<file path="src/sv/fad_pkg.sv">
`default_nettype none
package fad_pkg;

   localparam int MaxCand   = 16;
   localparam int MaxFaces  = 4;
   localparam int CandIdxW  = $clog2(MaxCand);
   localparam int CandCntW  = $clog2(MaxCand + 1);
   localparam int FaceIdxW  = (MaxFaces > 1) ? $clog2(MaxFaces) : 1;
   localparam int FaceCntW  = $clog2(MaxFaces + 1);
   localparam int QueueDepth = 2;
   localparam int QueueIdxW  = $clog2(QueueDepth);

   localparam logic [3:0] CsrLogitThr   = 4'd0;
   localparam logic [3:0] CsrOverlapThr = 4'd1;
   localparam logic [3:0] CsrScreenW    = 4'd2;
   localparam logic [3:0] CsrScreenH    = 4'd3;

   // decoded candidate box in pixels
   typedef struct packed {
      logic [9:0]         x1;
      logic [9:0]         y1;
      logic [9:0]         x2;
      logic [9:0]         y2;
      logic signed [15:0] score;
   } box_type;

   // one classified item handed from front to back
   typedef struct packed {
      box_type box;
      logic    keep;
      logic    frame_end;
   } work_type;

   typedef enum logic [2:0] {
      ST_IDLE,
      ST_INSERT,
      ST_NMS_CAND,
      ST_NMS_CHECK,
      ST_EMIT,
      ST_EMPTY
   } back_state_type;

endpackage
`default_nettype wire

</file>
<file path="src/sv/fad_queue.sv">
`default_nettype none
module fad_queue (
   input  wire logic              clock,
   input  wire logic              reset,
   input  wire logic              in_valid,
   output logic                   in_ready,
   input  wire fad_pkg::work_type in_work,
   output logic                   out_valid,
   input  wire logic              out_ready,
   output fad_pkg::work_type      out_work
);

   fad_pkg::work_type mem_ff [fad_pkg::QueueDepth];
   logic [fad_pkg::QueueIdxW-1:0] wr_ff, rd_ff;
   logic [fad_pkg::QueueIdxW:0]   cnt_ff;
   logic push, pop;

   assign in_ready  = cnt_ff != (fad_pkg::QueueIdxW+1)'(fad_pkg::QueueDepth);
   assign out_valid = cnt_ff != '0;
   assign push      = in_valid && in_ready;
   assign pop       = out_valid && out_ready;
   assign out_work  = mem_ff[rd_ff];

   // pointer and fill count
   always_ff @(posedge clock) begin
      if (reset) begin
         wr_ff  <= '0;
         rd_ff  <= '0;
         cnt_ff <= '0;
      end else begin
         if (push) wr_ff <= wr_ff + 1'b1;
         if (pop)  rd_ff <= rd_ff + 1'b1;
         cnt_ff <= cnt_ff + (fad_pkg::QueueIdxW+1)'(push) - (fad_pkg::QueueIdxW+1)'(pop);
      end
   end

   always_ff @(posedge clock) begin
      if (push) mem_ff[wr_ff] <= in_work;
   end

   a_cnt: assert property (@(posedge clock) disable iff (reset)
      cnt_ff <= (fad_pkg::QueueIdxW+1)'(fad_pkg::QueueDepth))
      else $error("queue overfilled");
   a_ptr: assert property (@(posedge clock) disable iff (reset)
      push && !pop |=> cnt_ff == $past(cnt_ff) + 1'b1)
      else $error("queue count mismatch");

endmodule
`default_nettype wire

</file>
<file path="config.mk">
export PLATFORM = sky130hd
export DESIGN_NAME = fad_queue
export DESIGN_NICKNAME = d
export VERILOG_FILES = /design/src/sv/fad_pkg.sv /design/src/sv/fad_queue.sv
export SDC_FILE = /design/constraint.sdc
export NUM_CORES = 1
export LEC_CHECK = 0
export BUFFER_PORTS_ARGS = -buffer_cell sky130_fd_sc_hd__buf_2
export CAP_MARGIN = 25
export CORE_ASPECT_RATIO = 1.75
export CORE_MARGIN = 2
export CORE_UTILIZATION = 32
export CTS_CLUSTER_DIAMETER = 50
export CTS_CLUSTER_SIZE = 25
export DETAILED_ROUTE_END_ITERATION = 7
export MAX_ROUTING_LAYER = met4
export PLACE_DENSITY = 0.57
export SLEW_MARGIN = 5
export SYNTH_ARGS = -nofsm -noshare
export SYNTH_HDL_FRONTEND = slang
export SYNTH_SLANG_ARGS = --single-unit
</file>
<file path="constraint.sdc">
create_clock -name clock -period 2.3 [get_ports clock]
set_input_delay 0.46 -clock clock [delete_from_list [all_inputs] [get_ports clock]]
set_output_delay 0.46 -clock clock [all_outputs]
set_load 0.05 [all_outputs]
</file>
==> summary.txt <==
Clocking
  • Clock root cell: clkbuf_16
  • CTS Hold Buffers Added: 0
  • Post CTS Setup Buffer Count: 0
  • Worst skew pair latency: 390 ps
  • CTS H-tree lvls: 4
  • Clk slew on worst S/H paths: 60 ps
  • Total CTS buffers: 17
  • CTS tree: yes
  • Cts repair resizes: 0
  • Longest Clk Path Bufs: 2
  • Sink Count: 121

Place
  • Hpwl dp: 5426 microns
  • Post-DP Area: 0.005276 sq mm
  • Final RePlAce weighted congestion: 0.7041
  • IO Port Bufs: 121

Synthesis
  • Synth Area in Compound Gates: 1.158%
  • Number of synthesized flops with an enable pin: 116
  • Synthesized area per cell: 21.20 sq um
  • Netlist cell types: 23
  • YS warnings: 0
  • Largest family of logic cells by synthesized area: multiplexers
  • Area share of fa/ha/maj cells after synthesis: 0.2823%
  • XOR/XNOR Fraction of Synth Area: 0.1976%
  • Synthesized Nets: 272
  • Post-synth top area share: 78.60%
  • Mux cell area share after synthesis: 14.99%
  • Simple-gate area share of the yosys netlist: 1.581%
  • Syn Std Cell Area: 0.004432 sq mm
  • Synth top area cells: edfxtp_1 (79%), mux2_2 (15%), dfxtp_1 (2.3%), buf_4 (0.51%), nor2_1 (0.42%)
  • Yosys reg bits: 121
  • Leading area contributor after synthesis: edfxtp_1
  • Register area share after synthesis: 80.86%
  • Top FF cell, synth: edfxtp_1
  • Synth Instances: 209
  • Async SR Flop Fraction: 0%

Floorplan
  • Row cnt: 56
  • Die W: 92.96 microns
  • I/O pin count: 122
  • Core area: 0.01345 sq mm
  • Initial core utilization: 32.94%
  • Die Area: 0.01484 sq mm
  • Die Ht: 159.7 microns

Timing
  • Hold_ws: 248.4 ps
  • Final period util: 92.76%
  • Fin. Hold Viols: 0
  • Setup Viol. Count Final: 0
  • RSZ-0062 raised after global routing: false
  • Fmax: 468.7 MHz
  • Worst slew margin: 68.30%
  • Fin Setup TNS: 0 ps
  • Worst Tran Pin Value: 475.5 ps
  • Final worst path period need: 2133 ps
  • Final Max Slew Viols: 0
  • Clock Skew: 7.455 ps

Layout
  • Final core occ: 44.25%
  • Area of the multi-input gates: 810.8 sq um
  • Fin area: 0.005953 sq mm
  • Layout cell share with drive strength beyond 1: 60.94%
  • Commonest non-fill, non-tap cells in the layout: buf_2 (121), edfxtp_1 (116), mux2_2 (58), clkbuf_16 (17), bufinv_16 (6)
  • Nets: 411
  • Fillers: 1232
  • Commonest non-fill, non-tap cell in the layout: buf_2
  • Register area: 0.003585 sq mm
  • Area growth, synth to finish: 34.33%

Route
  • Antenna-violating nets left: 0
  • Via count of the routed design: 2379
  • Vias per cell: 4.438
  • Drt first pass iters: 4
  • Initial DRC Count: 107
  • DRC: 0
  • Routed Wire Length: 8499 microns
  • DR WL/cell: 15.86 microns

Setup path
  • CP endpoint kind: output pin
  • Critical Path AT: 1670 ps
  • Kind of critical path: reg2out
  • Crit Path Max Fanout: 58
  • Critical Path RT: 1840 ps
  • Crit start category: register

Global routing
  • GR Overflow Total: 0
  • First-pass GRT wire length: 13050 microns
  • Vias in the first global route: 2584
  • Global Route Usage Sum: 12.16%
  • Largest net degree at the start of global routing: 59
  • Initial antenna violation count: 1

Status
  • Status: complete, no violations

Power and ir drop
  • Overall Power: 7.726 mW
  • Peak supply drop: 0.5687 mV
  • Pwr per Cell Area: 1298 mW/mm^2
  • Leakage Power: 2.235 nW

Min path
  • Hold Path Class: in2reg

Flow run
  • Maxcap violations: 0
==> cell families after synthesis <==
family | after synthesis
compound gates | 7
fa+ha+maj | 1
buf+inv | 7
flops | 121
mux | 59
xor+xnor | 1
simple gates | 13
==> path summary, 6_finish.rpt <==
kind | startpoint | to | depth (start not counted) | slack [ps]
max | register | out_work[46] | 3 | 170
min | in_work[44] | mem_ff[0][44] | 1 | 250
max reg2reg | cnt_ff[0] | mem_ff[0][22] | 4 | 640
min reg2reg | rd_ff | rd_ff | 2 | 510
==> area by class of cell <==
type	instances	area share (%)
flip-flops and latches	121	60.21
inverters	1	0.1261
repair buffers	126	11.01
clock buffers	18	7.209
well taps	174	3.657
diodes	1	0.04203
multi-input cells	81	13.62
clock inverters	14	4.119
==> power by group <==
group	internal (mW)	switching, mW
Clock	2.04	0.938
Sequential	2.68	0.0650
Combinational	0.563	1.43
Total	5.29	2.44
==> worst max-delay path, stage by stage, from the launching register on <==
cell and delay (ps):
dfxtp_2 340, buf_12 300, mux2_2 390, buf_2 210
==> stage by stage <==
stage	setup WS [ps]	instances
6_report	166.5	536
5_1_grt	80.05	536
4_1_cts	104.3	535
3_5_place_dp	536.6	503
3_3_place_gp	538.7	503
2_1_floorplan	156.2	209
==> cells in the mapped netlist, types with 2 or more instances <==
master,number
edfxtp_1,116
o21ai_0,2
dfxtp_1,5
mux2_2,58
nor2_1,5
buf_2,3
nor2b_1,2
buf_4,3
==> registers in the layout, indices dropped and copies added (netlist names), named ones only <==
name / flops
mem_ff: 116
cnt_ff: 2
rd_ff: 1
wr_ff: 1
==> metal layers <==
metal	routed length (microns)	vias up	global-route usage, %
met2	5062	72	22.92
met5	0	-	-
li1	-	1110	-
met1	2899	1188	10.70
met4	139	0	5.481
met3	398	9	3.679
Power figures use the tool's default switching activity.
