===== src/sv/fad_pkg.sv =====
`default_nettype none
package fad_pkg;

   localparam int MaxCand   = 16;
   localparam int MaxFaces  = 4;
   localparam int CandIdxW  = $clog2(MaxCand);
   localparam int CandCntW  = $clog2(MaxCand + 1);
   localparam int FaceIdxW  = (MaxFaces > 1) ? $clog2(MaxFaces) : 1;
   localparam int FaceCntW  = $clog2(MaxFaces + 1);
   localparam int QueueDepth = 2;
   localparam int QueueIdxW  = $clog2(QueueDepth);

   localparam logic [3:0] CsrLogitThr   = 4'd0;
   localparam logic [3:0] CsrOverlapThr = 4'd1;
   localparam logic [3:0] CsrScreenW    = 4'd2;
   localparam logic [3:0] CsrScreenH    = 4'd3;

   // decoded candidate box in pixels
   typedef struct packed {
      logic [9:0]         x1;
      logic [9:0]         y1;
      logic [9:0]         x2;
      logic [9:0]         y2;
      logic signed [15:0] score;
   } box_type;

   // one classified item handed from front to back
   typedef struct packed {
      box_type box;
      logic    keep;
      logic    frame_end;
   } work_type;

   typedef enum logic [2:0] {
      ST_IDLE,
      ST_INSERT,
      ST_NMS_CAND,
      ST_NMS_CHECK,
      ST_EMIT,
      ST_EMPTY
   } back_state_type;

endpackage
`default_nettype wire


===== src/sv/fad_front.sv =====
`default_nettype none
module fad_front (
   input  wire logic                    clock,
   input  wire logic                    reset,
   input  wire logic                    in_valid,
   output logic                         in_ready,
   input  wire logic [9:0]              anchor_id,
   input  wire logic signed [15:0]      score_logit,
   input  wire logic signed [15:0]      offset_x,
   input  wire logic signed [15:0]      offset_y,
   input  wire logic signed [15:0]      size_w,
   input  wire logic signed [15:0]      size_h,
   input  wire logic                    frame_end,
   input  wire logic signed [15:0]      logit_threshold,
   input  wire logic [9:0]              screen_width,
   input  wire logic [9:0]              screen_height,
   output logic                         out_valid,
   input  wire logic                    out_ready,
   output fad_pkg::work_type            out_work
);

   // stage 1: edges in 1/65536 screen units
   logic               s1_valid_ff;
   logic               s1_pass_ff;
   logic               s1_end_ff;
   logic signed [15:0] s1_score_ff;
   logic signed [18:0] s1_ex1_ff, s1_ex2_ff, s1_ey1_ff, s1_ey2_ff;
   logic signed [18:0] ex1_in, ex2_in, ey1_in, ey2_in;
   logic               out_valid_ff;
   fad_pkg::work_type  out_work_ff;
   fad_pkg::work_type  work_in;
   logic               s1_adv;
   logic               out_free;

   logic [9:0] local_idx;
   logic [8:0] cell_num;
   logic [3:0] col, row;
   logic       fine;
   logic signed [18:0] ax, ay;
   logic [16:0] cx, cy;

   // anchor centre from the index
   always_comb begin
      fine      = anchor_id >= 10'd512;
      local_idx = fine ? (anchor_id - 10'd512) : anchor_id;
      // divide by 6 via reciprocal multiply (local below 512 for the valid range)
      cell_num = fine ? 9'((({10'd0, local_idx} * 20'd683) >> 12))
                      : 9'(local_idx >> 1);
      if (fine) begin
         col = {1'b0, cell_num[2:0]};
         row = 4'(cell_num >> 3);
      end else begin
         col = cell_num[3:0];
         row = cell_num[7:4];
      end
      cx = fine ? (17'({col, 1'b1}) << 12) : (17'({col, 1'b1}) << 11);
      cy = fine ? (17'({row, 1'b1}) << 12) : (17'({row, 1'b1}) << 11);
      // rows past the grid: cell top bits still count
      if (fine)
         cy = 17'((({8'd0, cell_num} >> 3) * 2 + 1) << 12);
      ax = (19'(offset_x) <<< 1) + 19'(signed'({2'b0, cx}));
      ay = (19'(offset_y) <<< 1) + 19'(signed'({2'b0, cy}));
      ex1_in = ax - 19'(size_w);
      ex2_in = ax + 19'(size_w);
      ey1_in = ay - 19'(size_h);
      ey2_in = ay + 19'(size_h);
   end

   assign out_free = !out_valid_ff || out_ready;
   assign s1_adv   = s1_valid_ff && out_free;
   assign in_ready = !s1_valid_ff || out_free;

   always_ff @(posedge clock) begin
      if (reset) begin
         s1_valid_ff <= 1'b0;
      end else if (in_ready) begin
         s1_valid_ff <= in_valid;
      end
      if (in_ready && in_valid) begin
         s1_pass_ff  <= score_logit >= logit_threshold;
         s1_end_ff   <= frame_end;
         s1_score_ff <= score_logit;
         s1_ex1_ff   <= ex1_in;
         s1_ex2_ff   <= ex2_in;
         s1_ey1_ff   <= ey1_in;
         s1_ey2_ff   <= ey2_in;
      end
   end

   // pixel conversion with round and clamp
   function automatic logic [9:0] to_pixel(input logic signed [18:0] e,
                                           input logic [9:0] dim);
      logic signed [30:0] v;
      logic [14:0]        p;
      logic [9:0]         lim;
      begin
         v   = e * signed'({21'd0, dim}) + 31'sd32768;
         lim = (dim == 10'd0) ? 10'd0 : dim - 10'd1;
         p   = v[30:16];
         if (v < 0)
            to_pixel = 10'd0;
         else if (p > {5'd0, lim})
            to_pixel = lim;
         else
            to_pixel = p[9:0];
      end
   endfunction

   always_comb begin
      logic [9:0] px1, px2, py1, py2;
      logic       big;
      px1 = to_pixel(s1_ex1_ff, screen_width);
      px2 = to_pixel(s1_ex2_ff, screen_width);
      py1 = to_pixel(s1_ey1_ff, screen_height);
      py2 = to_pixel(s1_ey2_ff, screen_height);
      big = (11'(signed'({1'b0, px2})) - 11'(signed'({1'b0, px1})) >= 11'sd4) &&
            (11'(signed'({1'b0, py2})) - 11'(signed'({1'b0, py1})) >= 11'sd4);
      work_in.box.x1    = px1;
      work_in.box.y1    = py1;
      work_in.box.x2    = px2;
      work_in.box.y2    = py2;
      work_in.box.score = s1_score_ff;
      work_in.keep      = s1_pass_ff && big;
      work_in.frame_end = s1_end_ff;
   end

   always_ff @(posedge clock) begin
      if (reset) begin
         out_valid_ff <= 1'b0;
      end else if (out_free) begin
         out_valid_ff <= s1_valid_ff;
      end
      if (s1_adv) begin
         out_work_ff <= work_in;
      end
   end

   assign out_valid = out_valid_ff;
   assign out_work  = out_work_ff;

   a_hold: assert property (@(posedge clock) disable iff (reset)
      out_valid && !out_ready |=> out_valid && $stable(out_work))
      else $error("front output changed while stalled");
   a_s1: assert property (@(posedge clock) disable iff (reset)
      s1_valid_ff && !out_free |=> s1_valid_ff)
      else $error("stage 1 item lost");

endmodule
`default_nettype wire


===== config.mk =====
export PLATFORM = sky130hd
export DESIGN_NAME = fad_front
export DESIGN_NICKNAME = d
export VERILOG_FILES = /design/src/sv/fad_pkg.sv /design/src/sv/fad_front.sv
export SDC_FILE = /design/constraint.sdc
export NUM_CORES = 2
export LEC_CHECK = 0
export ABC_AREA = 1
export ABC_CLOCK_PERIOD_IN_PS = 13400
export BUFFER_PORTS_ARGS = -buffer_cell sky130_fd_sc_hd__buf_2
export CAP_MARGIN = 25
export CORE_ASPECT_RATIO = 0.6
export CORE_UTILIZATION = 53
export DETAILED_ROUTE_END_ITERATION = 6
export PLACE_DENSITY = 0.7
export SYNTH_ARGS = -nofsm -noshare
export SYNTH_HDL_FRONTEND = slang
export SYNTH_SLANG_ARGS = --single-unit

===== constraint.sdc =====
create_clock -name clock -period 13.4 [get_ports clock]
set_input_delay 2.01 -clock clock [delete_from_list [all_inputs] [get_ports clock]]
set_output_delay 2.01 -clock clock [all_outputs]
set_load 0.005 [all_outputs]

==> results.py <==
metrics = {
    "run_status": {
        "outcome": "finished, final reports clean",
    },
    "die": {
        "ios": 191,
        "die_area_um2": 84500,
        "core.rowCount": 81,
        "fp.dieW_um": 375,
        "initial_core_util": 0.538,
        "die_h_um": 226,
        "coreArea_um2": 82000,
    },
    "routing": {
        "dr.first_iter.drc_count": 3281,
        "routed_wl_um": 116000,
        "drc": 0,
        "drt.antenna.violating_nets": 0,
        "vias_per_cell": 5.18,
        "wl_per_cell_um": 17.0,
        "first_pass_iters": 5,
        "num_vias": 35400,
    },
    "clock_tree": {
        "insertion_delay_ns": 0.50,
        "cts_root_buf": "clkbuf_16",
        "clock_path_buffers": 2,
        "clock_sinks": 152,
        "cts_tree": "done",
        "cts_buffers": 17,
        "post-cts-setup-buffers": 0,
        "cts_resized": 0,
        "clk_pin_slew_ns": 0.06,
        "hold_buffers": 0,
        "htree_levels": 4,
    },
    "timing": {
        "finalClockSkew_ns": 0.00834,
        "period_needed_ns": 11.25,
        "period_share": 0.839,
        "setup_ws_ns": 2.15,
        "setup_viol": 0,
        "tightest_slew_ns": 1.09,
        "relSlewSlack": 0.276,
        "rsz0062_at_grt": "false",
        "drv_slew": 0,
        "max_freq_mhz": 88.9,
        "hold_viol_final": 0,
        "fin_setup_tns_ns": 0,
    },
    "yosys": {
        "ys_ff_latch": 152,
        "synth_top_area_frac": 0.322,
        "synth_seq_area_share": 0.103,
        "avgSynthCellArea_um2": 7.75,
        "yosys.area.top_type": "fa_1",
        "yosys-top-cells-area": "fa_1, ha_1, inv_1",
        "dominantRegCellSynth": "edfxtp_1",
        "netlist_instances": 5698,
        "yosys_warnings": 0,
        "synth_async_sr_flop_share": 0,
        "synth_cell_types": 59,
        "syn_area_um2": 44100,
        "synth_edf_count": 150,
    },
    "placed_design": {
        "dp_hpwl_um": 98300,
        "gp_congestion": 0.939,
        "io_buffers": 190,
        "post-place-ws_ns": 1.73,
    },
    "finish": {
        "regArea_um2": 4540,
        "finalNetCount": 7113,
        "syn_to_final_growth_pct": 5.01,
        "drive_gt1_frac": 0.0529,
        "multi_input_area_um2": 32800,
        "fillers": 7531,
    },
    "critical_path": {
        "start_kind": "primary input",
        "slowest_delay_ns": 0.76,
        "cp.arrival_ns": 11.49,
        "required_ns": 13.64,
        "r2r_slack_ns": 3.79,
        "crit_path_top_delay_cell": "buf_2",
        "worstPathMaxFanout": 41,
        "crit_path_end_kind": "flop",
        "crit_type": "primary input to flop",
        "crit_top_cell": "fa_1",
    },
    "global_routing": {
        "grt_first_pass_wirelength_um": 188000,
        "antenna_found_initial": 8,
        "grt_pass1_vias": 34900,
        "grt_overflow": 0,
        "grt_max_degree": 70,
        "grt_use_total": 0.284,
    },
    "min_path": {
        "hp-class": "flop to flop",
    },
    "run": {
        "cap_violations": 0,
    },
}
[final timing paths]
path | start | endpoint | cells past startpoint
hold reg to reg | s1_score_ff[1]$_DFFE_PP_ | out_work[3]$_DFFE_PP_ | 0
setup reg to reg | s1_ey1_ff[9]$_DFFE_PP_ | out_work[1]$_DFFE_PP_ | 40
hold / removal | s1_score_ff[1]$_DFFE_PP_ | out_work[3]$_DFFE_PP_ | 0
setup / recovery | screen_height[2] | out_work[1]$_DFFE_PP_ | 37
[Yosys cell counts, types with 13 or more instances]
| library cell | instances |
|---|---|
| nand2_1 | 1277 |
| buf_2 | 13 |
| nand3_1 | 131 |
| edfxtp_1 | 150 |
| a31oi_1 | 17 |
| o31ai_1 | 13 |
| xor2_1 | 118 |
| o21bai_1 | 25 |
| nand4_1 | 24 |
| ha_1 | 543 |
| fa_1 | 709 |
| nor3_1 | 29 |
| nand2_2 | 18 |
| a21o_1 | 22 |
| xnor2_1 | 51 |
| clkbuf_1 | 102 |
| nor2_2 | 16 |
| a21oi_1 | 253 |
| buf_1 | 67 |
| nor2_1 | 266 |
| o21ai_0 | 106 |
| inv_1 | 1601 |
[area by class of cell]
| type | instances | share of cell area |
|---|---|---|
| clock buffers | 20 | 0.00942 |
| repair buffers | 199 | 0.0220 |
| well taps | 1079 | 0.0291 |
| inverters | 1607 | 0.130 |
| diodes | 5 | 0.000270 |
| flip-flops and latches | 152 | 0.0981 |
| multi-input cells | 3753 | 0.708 |
| clock inverters | 12 | 0.00310 |
[placed cells by master (no fill, tap or decap), types with 13 or more instances in the layout]
cell,netlist,final
clkbuf_16,0,17
nor2_2,16,16
o31ai_1,13,13
nand2_2,18,18
xnor2_1,51,51
edfxtp_1,150,150
inv_1,1601,1600
o21bai_1,25,25
a21o_1,22,22
nand3_1,131,131
fa_1,709,709
nor2_1,266,266
nand4_1,24,24
nor3_1,29,29
xor2_1,118,118
ha_1,543,543
a31oi_1,17,17
buf_2,13,190
o21ai_0,106,106
nand2_1,1277,1277
a21oi_1,253,252
[per-layer routing]
metal	track usage	wire length [um]
met1	0.462	59400
met5	0	38
met3	0.0806	13400
met4	0.0398	1020
met2	0.369	42200
[worst max-delay path, delay by kind of cell]
kind,cells,cell delay (ns)
AO/OA/AOI/OAI,11,2.26
XOR/XNOR,2,0.52
adder cells (fa/ha/maj),9,3.92
buffers and inverters,4,0.90
AND/OR/NAND/NOR,11,1.82
[logic make-up after synthesis]
kind of cell / Yosys count / share of synthesized area
compound gates: 501 / 0.0644
xor+xnor: 169 / 0.0335
fa+ha+maj: 1252 / 0.476
buf+inv: 1797 / 0.154
flops: 152 / 0.103
other cells: 2 / 0.000170
simple gates: 1825 / 0.169
[metrics by stage]
stage | instances | utilization | instance area (um2) | hold slack, ns
after floorplan | 5702 | - | 44100 | 0.400
after global placement | 6790 | 0.558 | 45800 | 0.400
after detailed placement | 6790 | 0.558 | 45800 | 0.405
after CTS | 6822 | 0.565 | 46300 | 0.417
after global routing | 6826 | 0.565 | 46300 | 0.423
final | 6827 | 0.565 | 46300 | 0.414
[registers in the layout (all words and copies together) (netlist names)]
| signal | flops |
|---|---|
| s1_ey1_ff | 19 |
| out_work | 58 |
| s1_valid_ff | 1 |
| s1_pass_ff | 1 |
| s1_ex2_ff | 18 |
| s1_ey2_ff | 18 |
| s1_ex1_ff | 19 |
| out_valid | 1 |
| s1_end_ff | 1 |
| s1_score_ff | 16 |
Power is not shown: default switching activity piles up to over one toggle a cycle in this logic, so the estimate is an artifact.
