$ cat src/sv/fad_pkg.sv
`default_nettype none
package fad_pkg;

   localparam int MaxCand   = 16;
   localparam int MaxFaces  = 4;
   localparam int CandIdxW  = $clog2(MaxCand);
   localparam int CandCntW  = $clog2(MaxCand + 1);
   localparam int FaceIdxW  = (MaxFaces > 1) ? $clog2(MaxFaces) : 1;
   localparam int FaceCntW  = $clog2(MaxFaces + 1);
   localparam int QueueDepth = 2;
   localparam int QueueIdxW  = $clog2(QueueDepth);

   localparam logic [3:0] CsrLogitThr   = 4'd0;
   localparam logic [3:0] CsrOverlapThr = 4'd1;
   localparam logic [3:0] CsrScreenW    = 4'd2;
   localparam logic [3:0] CsrScreenH    = 4'd3;

   // decoded candidate box in pixels
   typedef struct packed {
      logic [9:0]         x1;
      logic [9:0]         y1;
      logic [9:0]         x2;
      logic [9:0]         y2;
      logic signed [15:0] score;
   } box_type;

   // one classified item handed from front to back
   typedef struct packed {
      box_type box;
      logic    keep;
      logic    frame_end;
   } work_type;

   typedef enum logic [2:0] {
      ST_IDLE,
      ST_INSERT,
      ST_NMS_CAND,
      ST_NMS_CHECK,
      ST_EMIT,
      ST_EMPTY
   } back_state_type;

endpackage
`default_nettype wire

$ cat src/sv/fad_back.sv
`default_nettype none
module fad_back (
   input  wire logic              clock,
   input  wire logic              reset,
   input  wire logic              in_valid,
   output logic                   in_ready,
   input  wire fad_pkg::work_type in_work,
   input  wire logic [7:0]        overlap_threshold,
   output logic                   rsp_valid,
   input  wire logic              rsp_ready,
   output logic                   rsp_face,
   output fad_pkg::box_type       rsp_box,
   output logic                   rsp_last
);

   fad_pkg::back_state_type state_ff, state_in;
   fad_pkg::box_type  store_ff [fad_pkg::MaxCand];
   logic [fad_pkg::CandCntW-1:0] count_ff, count_in;
   logic [fad_pkg::CandIdxW-1:0] slot_ff [fad_pkg::MaxFaces];
   logic [fad_pkg::FaceCntW-1:0] kept_ff, kept_in;
   logic [fad_pkg::CandCntW-1:0] ci_ff, ci_in;
   logic [fad_pkg::FaceCntW-1:0] kj_ff, kj_in;
   logic [fad_pkg::FaceCntW-1:0] ek_ff, ek_in;
   fad_pkg::work_type work_ff;
   fad_pkg::box_type  cand_ff, other_ff;
   logic              take, do_insert, add_slot, load_pair;

   // registered operands for the overlap test
   logic [9:0]  ix1, iy1, ix2, iy2;
   logic [10:0] iw, ih;
   logic [21:0] inter_ff, area_a_ff, area_b_ff;
   logic        pos_ff;
   logic [23:0] uni;
   logic [31:0] lhs, rhs;
   logic        suppress;

   always_comb begin
      ix1 = (cand_ff.x1 > other_ff.x1) ? cand_ff.x1 : other_ff.x1;
      iy1 = (cand_ff.y1 > other_ff.y1) ? cand_ff.y1 : other_ff.y1;
      ix2 = (cand_ff.x2 < other_ff.x2) ? cand_ff.x2 : other_ff.x2;
      iy2 = (cand_ff.y2 < other_ff.y2) ? cand_ff.y2 : other_ff.y2;
      iw  = {1'b0, ix2} - {1'b0, ix1};
      ih  = {1'b0, iy2} - {1'b0, iy1};
   end

   // overlap products, one stage after the operands load
   logic pair_load_ff;
   logic pair_ready_ff;
   always_ff @(posedge clock) begin
      pos_ff    <= (ix2 > ix1) && (iy2 > iy1);
      inter_ff  <= 22'(iw[9:0] * ih[9:0]);
      area_a_ff <= 22'((cand_ff.x2 - cand_ff.x1) * (cand_ff.y2 - cand_ff.y1));
      area_b_ff <= 22'((other_ff.x2 - other_ff.x1) * (other_ff.y2 - other_ff.y1));
   end

   always_comb begin
      uni      = 24'(area_a_ff) + 24'(area_b_ff) - 24'(inter_ff);
      lhs      = {2'b0, inter_ff, 8'd0};
      rhs      = 32'(uni) * 32'(overlap_threshold);
      suppress = pos_ff && (uni != 24'd0) && (lhs > rhs);
   end

   assign in_ready = state_ff == fad_pkg::ST_IDLE;
   assign take     = in_valid && in_ready;

   // next state and control
   always_comb begin
      state_in  = state_ff;
      count_in  = count_ff;
      kept_in   = kept_ff;
      ci_in     = ci_ff;
      kj_in     = kj_ff;
      ek_in     = ek_ff;
      do_insert = 1'b0;
      add_slot  = 1'b0;
      load_pair = 1'b0;
      rsp_valid = 1'b0;
      rsp_face  = 1'b0;
      rsp_last  = 1'b0;
      rsp_box   = '0;
      case (state_ff)
         fad_pkg::ST_IDLE: begin
            if (take) state_in = fad_pkg::ST_INSERT;
         end
         fad_pkg::ST_INSERT: begin
            do_insert = work_ff.keep &&
               (count_ff < fad_pkg::CandCntW'(fad_pkg::MaxCand) ||
                work_ff.box.score > store_ff[fad_pkg::MaxCand-1].score);
            if (do_insert && count_ff < fad_pkg::CandCntW'(fad_pkg::MaxCand))
               count_in = count_ff + 1'b1;
            if (work_ff.frame_end) begin
               state_in = fad_pkg::ST_NMS_CAND;
               ci_in    = '0;
               kept_in  = '0;
            end else begin
               state_in = fad_pkg::ST_IDLE;
            end
         end
         fad_pkg::ST_NMS_CAND: begin
            if (ci_ff >= count_ff || kept_ff == fad_pkg::FaceCntW'(fad_pkg::MaxFaces)) begin
               ek_in    = '0;
               state_in = (kept_ff == '0) ? fad_pkg::ST_EMPTY : fad_pkg::ST_EMIT;
            end else if (kept_ff == '0) begin
               add_slot = 1'b1;
               kept_in  = kept_ff + 1'b1;
               ci_in    = ci_ff + 1'b1;
            end else begin
               kj_in     = '0;
               load_pair = 1'b1;
               state_in  = fad_pkg::ST_NMS_CHECK;
            end
         end
         fad_pkg::ST_NMS_CHECK: begin
            // wait until the pair's registered products are flagged by pair_ready_ff
            if (!pair_ready_ff) begin
               state_in = fad_pkg::ST_NMS_CHECK;
            end else if (suppress) begin
               ci_in    = ci_ff + 1'b1;
               state_in = fad_pkg::ST_NMS_CAND;
            end else if (kj_ff + 1'b1 == kept_ff) begin
               add_slot = 1'b1;
               kept_in  = kept_ff + 1'b1;
               ci_in    = ci_ff + 1'b1;
               state_in = fad_pkg::ST_NMS_CAND;
            end else begin
               kj_in     = kj_ff + 1'b1;
               load_pair = 1'b1;
            end
         end
         fad_pkg::ST_EMIT: begin
            rsp_valid = 1'b1;
            rsp_face  = 1'b1;
            rsp_box   = store_ff[slot_ff[ek_ff[fad_pkg::FaceIdxW-1:0]]];
            rsp_last  = ek_ff + 1'b1 == kept_ff;
            if (rsp_ready) begin
               ek_in = ek_ff + 1'b1;
               if (rsp_last) begin
                  state_in = fad_pkg::ST_IDLE;
                  count_in = '0;
                  kept_in  = '0;
               end
            end
         end
         fad_pkg::ST_EMPTY: begin
            rsp_valid = 1'b1;
            rsp_last  = 1'b1;
            if (rsp_ready) begin
               state_in = fad_pkg::ST_IDLE;
               count_in = '0;
            end
         end
         default: state_in = fad_pkg::ST_IDLE;
      endcase
   end

   always_ff @(posedge clock) begin
      if (reset) begin
         state_ff      <= fad_pkg::ST_IDLE;
         count_ff      <= '0;
         kept_ff       <= '0;
         pair_load_ff  <= 1'b0;
         pair_ready_ff <= 1'b0;
      end else begin
         state_ff      <= state_in;
         count_ff      <= count_in;
         kept_ff       <= kept_in;
         pair_load_ff  <= load_pair;
         pair_ready_ff <= pair_load_ff;
      end
      ci_ff <= ci_in;
      kj_ff <= kj_in;
      ek_ff <= ek_in;
      if (take) work_ff <= in_work;
      if (add_slot) slot_ff[kept_ff[fad_pkg::FaceIdxW-1:0]] <= ci_ff[fad_pkg::CandIdxW-1:0];
      if (load_pair) begin
         cand_ff  <= store_ff[ci_ff[fad_pkg::CandIdxW-1:0]];
         other_ff <= store_ff[slot_ff[kj_in[fad_pkg::FaceIdxW-1:0]]];
      end
   end

   // stable descending insert: every entry shifts or holds in parallel
   logic [fad_pkg::CandCntW-1:0] lastpos;
   always_comb lastpos = (count_ff < fad_pkg::CandCntW'(fad_pkg::MaxCand)) ?
                         count_ff : fad_pkg::CandCntW'(fad_pkg::MaxCand - 1);
   always_ff @(posedge clock) begin
      if (do_insert) begin
         for (int p = 0; p < fad_pkg::MaxCand; p++) begin
            if (fad_pkg::CandCntW'(p) <= lastpos) begin
               if (p > 0 && work_ff.box.score > store_ff[(p > 0) ? p-1 : 0].score) begin
                  store_ff[p] <= store_ff[(p > 0) ? p-1 : 0];
               end else if (p == 0 || !(work_ff.box.score >
                            store_ff[(p > 0) ? p-1 : 0].score)) begin
                  if (fad_pkg::CandCntW'(p) == lastpos ||
                      work_ff.box.score > store_ff[p].score)
                     store_ff[p] <= work_ff.box;
               end
            end
         end
      end
   end

   a_kept: assert property (@(posedge clock) disable iff (reset)
      kept_ff <= fad_pkg::FaceCntW'(fad_pkg::MaxFaces))
      else $error("too many kept faces");
   a_cnt: assert property (@(posedge clock) disable iff (reset)
      count_ff <= fad_pkg::CandCntW'(fad_pkg::MaxCand))
      else $error("candidate count overflow");
   a_emit: assert property (@(posedge clock) disable iff (reset)
      state_ff == fad_pkg::ST_EMIT |-> kept_ff != '0)
      else $error("emitting with no kept face");

endmodule
`default_nettype wire

$ cat config.mk
export PLATFORM = sky130hd
export DESIGN_NAME = fad_back
export DESIGN_NICKNAME = d
export VERILOG_FILES = /design/src/sv/fad_pkg.sv /design/src/sv/fad_back.sv
export SDC_FILE = /design/constraint.sdc
export NUM_CORES = 2
export LEC_CHECK = 0
export CORE_ASPECT_RATIO = 0.7
export CORE_MARGIN = 2
export CORE_UTILIZATION = 60
export CTS_CLUSTER_DIAMETER = 100
export DETAILED_ROUTE_END_ITERATION = 8
export DONT_BUFFER_PORTS = 1
export GPL_ROUTABILITY_DRIVEN = 0
export PLACE_DENSITY = 0.81
export SLEW_MARGIN = 40
export SYNTH_ARGS = -nofsm -noshare
export SYNTH_HDL_FRONTEND = slang
export SYNTH_SLANG_ARGS = --single-unit
$ cat constraint.sdc
create_clock -name clock -period 12.8 [get_ports clock]
set_clock_uncertainty 0.1 [all_clocks]
set_input_delay 2.56 -clock clock [delete_from_list [all_inputs] [get_ports clock]]
set_output_delay 2.56 -clock clock [all_outputs]
set_load 0.03 [all_outputs]
==> qor.txt <==
status = finished, final reports clean
maximum fanout along the worst path = 48
WHS = 0.341 ns
hold_buf cts = 0
IO Pins = 130
vias in the first global route = 68700
Net count, final = 8740
Final WS setup = 0.488 ns
ANT nets after route = 0
hold crit path type = register to register
clk_lat worst skew = 0.80 ns
CTS tree = built
Startpoint Class = register
Slew @ Worst Pin = 1.01 ns
clock sinks = 1141
EDFF count, synth = 1059
post-route cell area = 101000 um^2
Async S/R FF share, synth = 0%
GRT Util Overall = 37.8%
Die X = 476 um
syn nets = 8846
Final period util = 96.2%
Post-Synthesis Cells = 7709
synth warn = 0
clock-pin slew on the worst setup and hold paths = 0.07 ns
pre-CTS setup slack = 0.204 ns
#FFs+latches synth = 1141
share of layout cells above drive strength 1 = 23.2%
Initial Utilization = 60.2%
highest-count cells in the layout ignoring fill and taps = edfxtp_1 (1059), inv_1 (943), mux2_2 (866), ha_1 (611), fa_1 (456)
max-slew violations = 0
Critical Path RT = 13.22 ns
P&R area growth vs syn = 8.05%
antenna violations before repair = 19
sequential cell area = 33400 um^2
pin count of the biggest net entering global routing = 109
Area after DPL = 96800 um^2
arrival time worst endpoint = 12.73 ns
critical path class = register to register
most common cell after layout, fill and taps aside = edfxtp_1
Die Footprint = 159000 um^2
vias after detailed routing = 69500
post-detailed-route via-to-cell ratio = 7.09
endpoint class of the critical path = register
synthesized area = 93400 um^2
initial DRC count = 11600
Pre-Repair DR Iteration Count = 7
max-cap viol count = 0
total grt overflow = 0
most common flop cell mapped by yosys = edfxtp_1
Core Area = 155000 um^2
Die Height = 334 um
DR DRC count = 0
htree depth = 3
post-synthesis cell type count = 88
DRT Wirelength = 302 mm
Avg Cell Area, Syn = 12.1 um^2
root buffer cell = clkbuf_16
post-route minimum period = 12.31 ns
fill cell count = 10900
Avg WL per Cell = 30.8 um
row count = 121
dpl hpwl = 205 mm
CP max stage cell = or4_1
register area share after synthesis = 35.8%
final core utilization = 65.1%
max_slew headroom = 31.8%
achievable frequency = 0.0812 GHz
Final setup viols = 0
CP dominant cell by count = inv_1
Final Hold Fails = 0
area of the multi-input gates = 55500 um^2
first-pass GRT wire length = 445 mm
clk buf depth = 3
critical path's largest stage delay = 0.76 ns
port bufs = 0
CTS Buf Count = 111
-- routing by layer --
metal / up-vias / global-route usage (%) / share of wire [%] / wire length [um]
met5: - / 0.183 / 0.043 / 130
met4: 14 / 14.7 / 4.5 / 13700
met3: 975 / 19.2 / 20 / 59100
met2: 6325 / 50.3 / 40 / 120000
met1: 34200 / 52.0 / 36 / 109000
li1: 28000 / - / - / -
-- layout make-up --
| class | count | share of cell area, % |
|---|---|---|
| repair buffers | 206 | 2.05 |
| multi-input cells | 5201 | 55.0 |
| diodes | 12 | 0.0298 |
| well taps | 2091 | 2.59 |
| clock inverters | 69 | 0.745 |
| flip-flops and latches | 1141 | 33.1 |
| clock buffers | 141 | 2.95 |
| inverters | 942 | 3.50 |
-- Yosys cell counts, types with 14 or more instances --
master     number  share of area [%]
fa_1          456                9.8
nand2b_1       60               0.40
nor2b_1       127               0.85
inv_1         941                3.8
nor2_1        244               0.98
a21o_1        103               0.83
o22ai_1       122               0.82
o211ai_1       22               0.18
a21oi_1       216                1.2
a211oi_1      130                1.0
xor2_1         49               0.46
buf_1          48               0.19
mux4_2        428                 10
nor3_1         42               0.23
mux2_2        866                 10
nand2_1       346                1.4
and3_1         21               0.14
o21bai_1       47               0.38
o21a_1         71               0.57
a21boi_0       20               0.16
a31oi_1        14              0.094
and2_1        205                1.4
mux2i_1       367                3.9
edfxtp_1     1059                 34
or4_1          44               0.35
clkbuf_1      330                1.3
nand4_1        77               0.52
dfxtp_1        82                1.8
xnor2_1       126                1.2
nand3_1        52               0.28
buf_2          30               0.16
o2bb2ai_1      41               0.38
ha_1          611                8.2
o21ai_0       143               0.77
-- flip-flops by register name (all words and copies together) (netlist names), 5 cells and up, named ones only --
register,flops
ci_ff,5
store_ff,896
slot_ff,16
area_b_ff,22
cand_ff,40
other_ff,40
count_ff,5
work_ff,58
inter_ff,20
area_a_ff,22
-- critical path: cells and delay by family, from the launching register on --
kind	cells	cell delay [ns]
AO/OA/AOI/OAI	13	2.97
XOR/XNOR	2	0.52
adder cells (fa/ha/maj)	9	3.53
buffers and inverters	8	0.97
flip-flops	1	0.32
multiplexers	3	1.15
AND/OR/NAND/NOR	9	2.37
-- kinds of logic after synthesis --
family	Yosys count	synth area share, %
DFF	1141	35.8
and+or+nand+nor	1275	6.97
adders and majority gates	1067	18.0
xor gates and xnor gates	175	1.64
muxes	1663	24.7
buffers and inverters	1367	5.64
AOI/OAI and AO/OA	1021	7.26
-- final timing paths --
check / from / end / slack, ns / cells past startpoint
setup / recovery: area_b_ff[0] / other_ff[48] / 0.49 / 44
hold / removal: pair_load_ff / pair_ready_ff / 0.34 / 1
setup reg to reg: area_b_ff[0] / other_ff[48] / 0.49 / 44
hold reg to reg: pair_load_ff / pair_ready_ff / 0.34 / 1
-- timing repair --
| action | in CTS | in global routing |
|---|---|---|
| endpoints found under the setup margin | 0 | 40 |
| buffers inserted | 0 | 6 |
| resized for setup | 0 | 10 |
-- stage by stage --
stage | TNS (ns) | std cells
after detailed placement | 0 | 9572
after global routing | -0.0148 | 9798
final | 0 | 9803
after global placement | 0 | 9561
after floorplan | 0 | 7709
after CTS | 0 | 9782
Power is left out: the tool's default activity adds up to more than one toggle a clock period on the data nets, which glitch-free logic cannot reach.
